==> config.mk <==
export PLATFORM = sky130hd
export DESIGN_NAME = ssp_ctrl
export DESIGN_NICKNAME = d
export VERILOG_FILES = /design/src/ssp_pkg.sv /design/src/ssp_ctrl.sv
export SDC_FILE = /design/constraint.sdc
export NUM_CORES = 1
export LEC_CHECK = 0
export ABC_AREA = 0
export ABC_CLOCK_PERIOD_IN_PS = 2700
export BUFFER_PORTS_ARGS = -buffer_cell sky130_fd_sc_hd__buf_4
export CORE_MARGIN = 2
export CORE_UTILIZATION = 51
export DETAILED_ROUTE_END_ITERATION = 10
export PLACE_DENSITY_LB_ADDON = 0.08
export SLEW_MARGIN = 0
export SYNTH_ARGS = -nofsm -noshare
export SYNTH_HDL_FRONTEND = slang
export SYNTH_SLANG_ARGS = --single-unit
==> constraint.sdc <==
create_clock -name i_clk -period 2.7 [get_ports i_clk]
set_input_delay 0.135 -clock i_clk [delete_from_list [all_inputs] [get_ports i_clk]]
set_output_delay 0.135 -clock i_clk [all_outputs]
set_load 0.005 [all_outputs]
==> src/ssp_pkg.sv <==
// Shared types, character codes and the default palette for the sixel painter.
package ssp_pkg;

    localparam logic [7:0] CH_REPEAT = 8'h21;
    localparam logic [7:0] CH_ATTR   = 8'h22;
    localparam logic [7:0] CH_COLOUR = 8'h23;
    localparam logic [7:0] CH_CR     = 8'h24;
    localparam logic [7:0] CH_NL     = 8'h2D;
    localparam logic [7:0] CH_SEMI   = 8'h3B;
    localparam logic [7:0] CH_ZERO   = 8'h30;
    localparam logic [7:0] CH_NINE   = 8'h39;
    localparam logic [7:0] DATA_LO   = 8'h3F;
    localparam logic [7:0] DATA_HI   = 8'h7E;

    localparam logic [15:0] CS_HLS = 16'd1;
    localparam logic [15:0] CS_RGB = 16'd2;

    typedef enum logic [3:0] {
        M_GROUND = 4'b0001,
        M_REPEAT = 4'b0010,
        M_ATTR   = 4'b0100,
        M_COLOUR = 4'b1000
    } t_mode;

    typedef enum logic [12:0] {
        S_IDLE   = 13'b0000000000001,
        S_PRE    = 13'b0000000000010,
        S_GROUND = 13'b0000000000100,
        S_POST   = 13'b0000000001000,
        S_FIN    = 13'b0000000010000,
        S_H1     = 13'b0000000100000,
        S_H2     = 13'b0000001000000,
        S_H3     = 13'b0000010000000,
        S_H4     = 13'b0000100000000,
        S_WR     = 13'b0001000000000,
        S_RD     = 13'b0010000000000,
        S_RD2    = 13'b0100000000000,
        S_CLEAR  = 13'b1000000000000
    } t_state;

    typedef struct packed {
        logic load;
        logic pre;
        logic ground;
        logic fin;
        logic h1;
        logic h2;
        logic h3;
        logic h4;
        logic wr;
        logic rd;
        logic rd2;
        logic clear;
    } t_cmd;

    typedef struct packed {
        logic pre_done;
        logic pre_fin;
        logic out_free;
        logic last;
        logic mode_colour;
        logic define;
        logic hls;
    } t_stat;

    // packed as {blue, green, red}
    function automatic logic [23:0] f_default_rgb(input logic [3:0] idx);
        logic [23:0] v;
        unique case (idx)
            4'd0:    v = {8'd0,   8'd0,   8'd0};
            4'd1:    v = {8'd204, 8'd51,  8'd51};
            4'd2:    v = {8'd33,  8'd33,  8'd204};
            4'd3:    v = {8'd51,  8'd204, 8'd51};
            4'd4:    v = {8'd204, 8'd51,  8'd204};
            4'd5:    v = {8'd204, 8'd204, 8'd51};
            4'd6:    v = {8'd51,  8'd204, 8'd204};
            4'd7:    v = {8'd135, 8'd135, 8'd135};
            4'd8:    v = {8'd66,  8'd66,  8'd66};
            4'd9:    v = {8'd153, 8'd84,  8'd84};
            4'd10:   v = {8'd66,  8'd66,  8'd153};
            4'd11:   v = {8'd84,  8'd153, 8'd84};
            4'd12:   v = {8'd153, 8'd84,  8'd153};
            4'd13:   v = {8'd153, 8'd153, 8'd84};
            4'd14:   v = {8'd84,  8'd153, 8'd153};
            default: v = {8'd204, 8'd204, 8'd204};
        endcase
        return v;
    endfunction

endpackage

==> src/ssp_ctrl.sv <==
// Sequencer for byte parsing, colour definition and image clear.
module ssp_ctrl (
    input  logic          i_clk,
    input  logic          i_rst_n,
    input  logic          i_in_valid,
    input  ssp_pkg::t_stat i_stat,
    output ssp_pkg::t_cmd  o_cmd,
    output logic          o_in_stall
);
    import ssp_pkg::*;

    t_state r_state, n_state;
    logic   r_ret_clear, n_ret_clear;

    always_comb begin
        n_state     = r_state;
        n_ret_clear = r_ret_clear;
        unique case (r_state)
            S_IDLE:   if (i_in_valid) n_state = S_PRE;
            S_PRE: begin
                if (i_stat.pre_done) begin
                    n_state = S_POST;
                end else if (i_stat.pre_fin) begin
                    n_state     = S_FIN;
                    n_ret_clear = 1'b0;
                end else begin
                    n_state = S_GROUND;
                end
            end
            S_GROUND: if (i_stat.out_free) n_state = S_POST;
            S_POST: begin
                if (i_stat.last && i_stat.mode_colour) begin
                    n_state     = S_FIN;
                    n_ret_clear = 1'b1;
                end else if (i_stat.last) begin
                    n_state = S_CLEAR;
                end else begin
                    n_state = S_IDLE;
                end
            end
            S_FIN:    n_state = S_H1;
            S_H1: begin
                if (!i_stat.define) n_state = S_RD;
                else if (i_stat.hls) n_state = S_H2;
                else n_state = S_WR;
            end
            S_H2:     n_state = S_H3;
            S_H3:     n_state = S_H4;
            S_H4:     n_state = S_WR;
            S_WR:     n_state = r_ret_clear ? S_CLEAR : S_GROUND;
            S_RD:     n_state = S_RD2;
            S_RD2:    n_state = r_ret_clear ? S_CLEAR : S_GROUND;
            S_CLEAR:  n_state = S_IDLE;
            default:  n_state = S_IDLE;
        endcase
    end

    always_ff @(posedge i_clk) begin
        if (!i_rst_n) begin
            r_state     <= S_IDLE;
            r_ret_clear <= 1'b0;
        end else begin
            r_state     <= n_state;
            r_ret_clear <= n_ret_clear;
        end
    end

    always_comb begin
        o_cmd        = '0;
        o_cmd.load   = (r_state == S_IDLE) && i_in_valid;
        o_cmd.pre    = (r_state == S_PRE);
        o_cmd.ground = (r_state == S_GROUND) && i_stat.out_free;
        o_cmd.fin    = (r_state == S_FIN);
        o_cmd.h1     = (r_state == S_H1);
        o_cmd.h2     = (r_state == S_H2);
        o_cmd.h3     = (r_state == S_H3);
        o_cmd.h4     = (r_state == S_H4);
        o_cmd.wr     = (r_state == S_WR);
        o_cmd.rd     = (r_state == S_RD);
        o_cmd.rd2    = (r_state == S_RD2);
        o_cmd.clear  = (r_state == S_CLEAR);
    end

    assign o_in_stall = (r_state != S_IDLE);

endmodule

After elaboration in Yosys (flattened, before gate mapping)
Cells that the tools add are included.
{ "classes": {"add_sub_neg": 0, "n_mul": 0, "n_div": 0, "order_cmp": 0, "n_eq_ne": 19, "shift": 0, "mux": 14, "n_bitwise": 0, "n_reduce_logical": 7} }
{ "ops": {"columns": ["operator", "count"], "rows": [
  ["$pmux 13 s11", 1],
  ["$mux 13", 5],
  ["$eq 13x1->1 const B", 1],
  ["$eq 13x10->1 const B", 1],
  ["$eq 13x11->1 const B", 1],
  ["$eq 13x12->1 const B", 1],
  ["$eq 13x13->1 const B", 1],
  ["$eq 13x2->1 const B", 1],
  ["$eq 13x3->1 const B", 1],
  ["$eq 13x4->1 const B", 1],
  ["$eq 13x5->1 const B", 1],
  ["$eq 13x6->1 const B", 1],
  ["$eq 13x7->1 const B", 1],
  ["$eq 13x8->1 const B", 1],
  ["$eq 13x9->1 const B", 1],
  ["$ne 13x1->1 const B", 1],
  ["$mux 11", 1],
  ["$mux 10", 1],
  ["$mux 5", 2],
  ["$ne 2x2->1 const B", 5],
  ["$reduce_and 4->1", 1],
  ["$logic_and 1x1->1", 3],
  ["$mux 1", 3],
  ["$pmux 1 s2", 1],
  ["3 further kinds", 3]
]} }
{ "totals": {"regBits": 14, "latch_bits": 0, "mem_bits_rw": 0, "romBits": 0, "in_bits": 10, "output_inout_bits": 13, "elab_cells": 42, "mem_count": 0} }

Longest topological paths before layout
{ "logic_depth": {"depth_word": 3, "mapped_depth": 7, "ltp_nobuf": 5} }

Worst setup path after synthesis
No wires, ideal clock.
{ "synth_path": {"path_kind": "reg-to-reg", "from": "reg r_state[9]", "to": "reg r_state[12]", "setup_ns": 0.126, "t_arrival_ns": 1.943, "required_time_ns": 2.574, "path_slack_ns": 0.631, "path_stages_with_launch": 8, "n_path_buf": 2, "synth_period_minus_slack_ns": 2.069, "path_cell_list": "dfxtp_1 buf_6 or4_4 or3_1 buf_6 o31a_4 o31ai_4 nor2_1"} }
{ "synth_via": {"elab_chain_cells": 3, "word_cells_on_any_way": 17, "classes_between": "14 x eq/ne; 1 x mux; 2 x reduce/logical"} }
{ "synth_rtl": {"columns": ["item", "line_no", "rtl"], "rows": [
  ["start: declaration", "ssp_ctrl.sv:12", "t_state r_state, n_state;"],
  ["start signal: assignment", "ssp_ctrl.sv:63", "r_state <= n_state;"],
  ["$eq 13x12->1 (tied with other cells)", "ssp_ctrl.sv:18", "unique case (r_state)"],
  ["$reduce_or 2->1 (no line) / $ne 2x2->1 (equally long branches)", null, null],
  ["$pmux 13 s11 / $reduce_and 2->1 (equally long branches)", null, null]
]} }
Several ways; a longest one is shown, not always the timed one.
A chain may end at the register's enable or synchronous reset.

==> results.json <==
{
  "status": "finished clean",
  "via_per_inst": 6.06,
  "report.final.hold_viol_count": 0,
  "p_leak_nw": 0.422,
  "drv_cap": 0,
  "core_um2": 1560,
  "grt_pass1_vias": 779,
  "grt_usage_pct": 22.9,
  "fin_skew_ns": 0.00760,
  "synth_top_area_cell": "dfxtp_1",
  "grt_max_degree": 10,
  "syn_inst": 106,
  "required_ns": 2.57,
  "grt_pass1_wl_mm": 3.30,
  "p_comb_share_pct": 14.4,
  "placement.io_buffers": 22,
  "worstMarginPinSlew_ns": 0.684,
  "clkTransAtPathRegs_ns": 0.08,
  "finalCritPeriodShare_pct": 86.8,
  "die_area_um2": 2060,
  "netlist_area_um2": 876,
  "clockBufferDepth": 2,
  "power.switching_w": 0.000107,
  "hold_path_class": "in2reg",
  "synth_area_per_cell_um2": 8.26,
  "fp-row-count": 14,
  "dr_total_vias": 867,
  "layout-drive-gt1-share_pct": 27.6,
  "synth_top_cell_area_share_pct": 32.0,
  "setup_viol": 0,
  "drc": 0,
  "cp_max_fo": 9,
  "synth_nets": 116,
  "cts_resized": 0,
  "layout_commonest_cell": "buf_4",
  "dp_hpwl_mm": 1.58,
  "ir_worst_vdd_uv": 295,
  "fin_nets": 138,
  "antenna_cells": 0,
  "clk_latency_ns": 0.29,
  "dr.pass1.iters": 4,
  "pwr-share-seq_pct": 49.9,
  "drv_slew": 0,
  "die_width_um": 45.4,
  "fmax_mhz": 427,
  "dieHeight_um": 45.4,
  "rsz0062_at_grt": "false",
  "gp_congestion": 0.905,
  "grt_overflow": 0,
  "htree_levels": 1,
  "tns_ns": 0,
  "cts_root_buf": "clkbuf_4",
  "ios": 23,
  "worst-setup-path-type": "reg2out",
  "critPathArrivalTime_ns": 2.21,
  "yosysUniqueCellTypes": 36,
  "power_frac_clock_pct": 35.6,
  "yosysSeqAreaShare_pct": 32.0,
  "post_cts_buffers": 0,
  "cts_sinks": 14,
  "end_kind": "output port",
  "synth_seq_cells": 14,
  "worst_setup_path_start_kind": "flop",
  "switching_share_pct": 24.8,
  "final_util_pct": 67.7,
  "ant_nets": 0,
  "most-common-layout-cells": "22 x buf_4, 14 x dfxtp_1, 11 x nor2_1",
  "first_iter_violations": 13,
  "min_period_ns": 2.34,
  "initial_core_util_pct": 56.2,
  "power.density_nw_per_um2": 407,
  "cts_inserted_buffers": 3,
  "slew_headroom_pct": 53.8,
  "cts_tree": "yes",
  "synthToLayoutAreaGrowth_pct": 20.6,
  "p_int_w": 0.000323,
  "yosysWarnings": 0,
  "wl_per_cell_um": 14.3,
  "antenna_found_initial": 0,
  "totalWireLength_mm": 2.05,
  "synth_top_cells_by_area": "dfxtp_1 32%, nor4_1 5.7%, nor2_1 4.7%",
  "cts-hold-fix-buffers": 0
}
==> synth_stat cells <==
library cell	number
clkbuf_1	1
nand3b_1	2
or4b_2	4
a31oi_1	2
o21ai_0	2
nor2_1	11
and2_1	1
buf_6	2
o311a_2	1
a21oi_1	2
xnor2_1	2
or4_4	1
nor2b_1	1
dfxtp_1	14
xor2_1	1
nor4b_1	3
o211ai_1	1
nand2b_1	5
o311ai_0	1
and3_1	3
a211o_2	1
nand2_1	10
o21a_1	1
o31a_4	1
inv_1	5
buf_4	2
a21boi_0	1
o32ai_1	1
o311a_1	1
nor3_1	7
nor4_1	8
or4_1	3
or3_1	1
o31ai_4	1
a2bb2oi_1	1
nand3_1	2
==> final timing paths <==
kind / from / to / slack (ns) / cells after the start
setup reg to reg: r_state[8] / r_state[9] / 0.55 / 5
hold / removal: i_stat[1] / r_state[10] / 0.02 / 2
hold reg to reg: r_ret_clear / r_ret_clear / 0.50 / 2
setup / recovery: r_state[8] / o_cmd[9] / 0.36 / 4
==> through the flow <==
step / power [W] / std cells / hold slack, ns / instance area, µm² / worst slack, ns
finish: 0.000430 / 143 / 0.0243 / 1060 / 0.357
global route: 0.000454 / 143 / 0.0122 / 1060 / 0.251
CTS: 0.000435 / 143 / 0.0203 / 1060 / 0.374
detailed placement: 0.000281 / 139 / 0.329 / 1020 / 0.546
global placement: 0.000280 / 139 / 0.324 / 1020 / 0.592
floorplan: 0.000253 / 106 / 0.207 / 876 / 0.631
==> sequential cells by signal, indices dropped and copies added, names as in the netlist <==
| name | cells |
|---|---|
| r_ret_clear | 1 |
| r_state | 13 |
==> final cells by class <==
type | instances | area [µm²]
Clock buffer | 4 | 36.3
Fill cell | 142 | 503
Inverter | 5 | 18.8
Multi-Input combinational cell | 82 | 536
Sequential cell | 14 | 280
Tap cell | 16 | 20.0
Timing Repair Buffer | 22 | 165
==> power by group through the flow <==
stage               Clock [W]  Combinational (W)  Sequential (W)
CTS                  0.000158          0.0000623        0.000214
floorplan                   0          0.0000344        0.000218
detailed placement          0          0.0000620        0.000219
global route         0.000170          0.0000680        0.000216
finish               0.000153          0.0000620        0.000215
global placement            0          0.0000610        0.000219
==> logic make-up after synthesis <==
family / after synthesis / share of synthesized area [%]
and+or+nand+nor: 62 / 40.9
buffers and inverters: 10 / 6.86
AOI/OAI and AO/OA: 17 / 17.3
xor gates and xnor gates: 3 / 3.00
DFF: 14 / 32.0
==> layer usage <==
metal | vias up | global-route usage (%) | share of wire [%]
li1 | 440 | - | -
met1 | 400 | 25.4 | 43
met2 | 22 | 40.0 | 49
met3 | 5 | 5.95 | 5.8
met4 | 0 | 10.6 | 1.3
met5 | - | 0 | 0
==> critical path, cell delays in order, from the launching register on <==
cell	delay, ns
dfxtp_1	0.38
or4_4	0.58
or3_1	0.49
nor3_1	0.30
buf_4	0.17
Note: power is estimated with default switching activity, not from simulation.
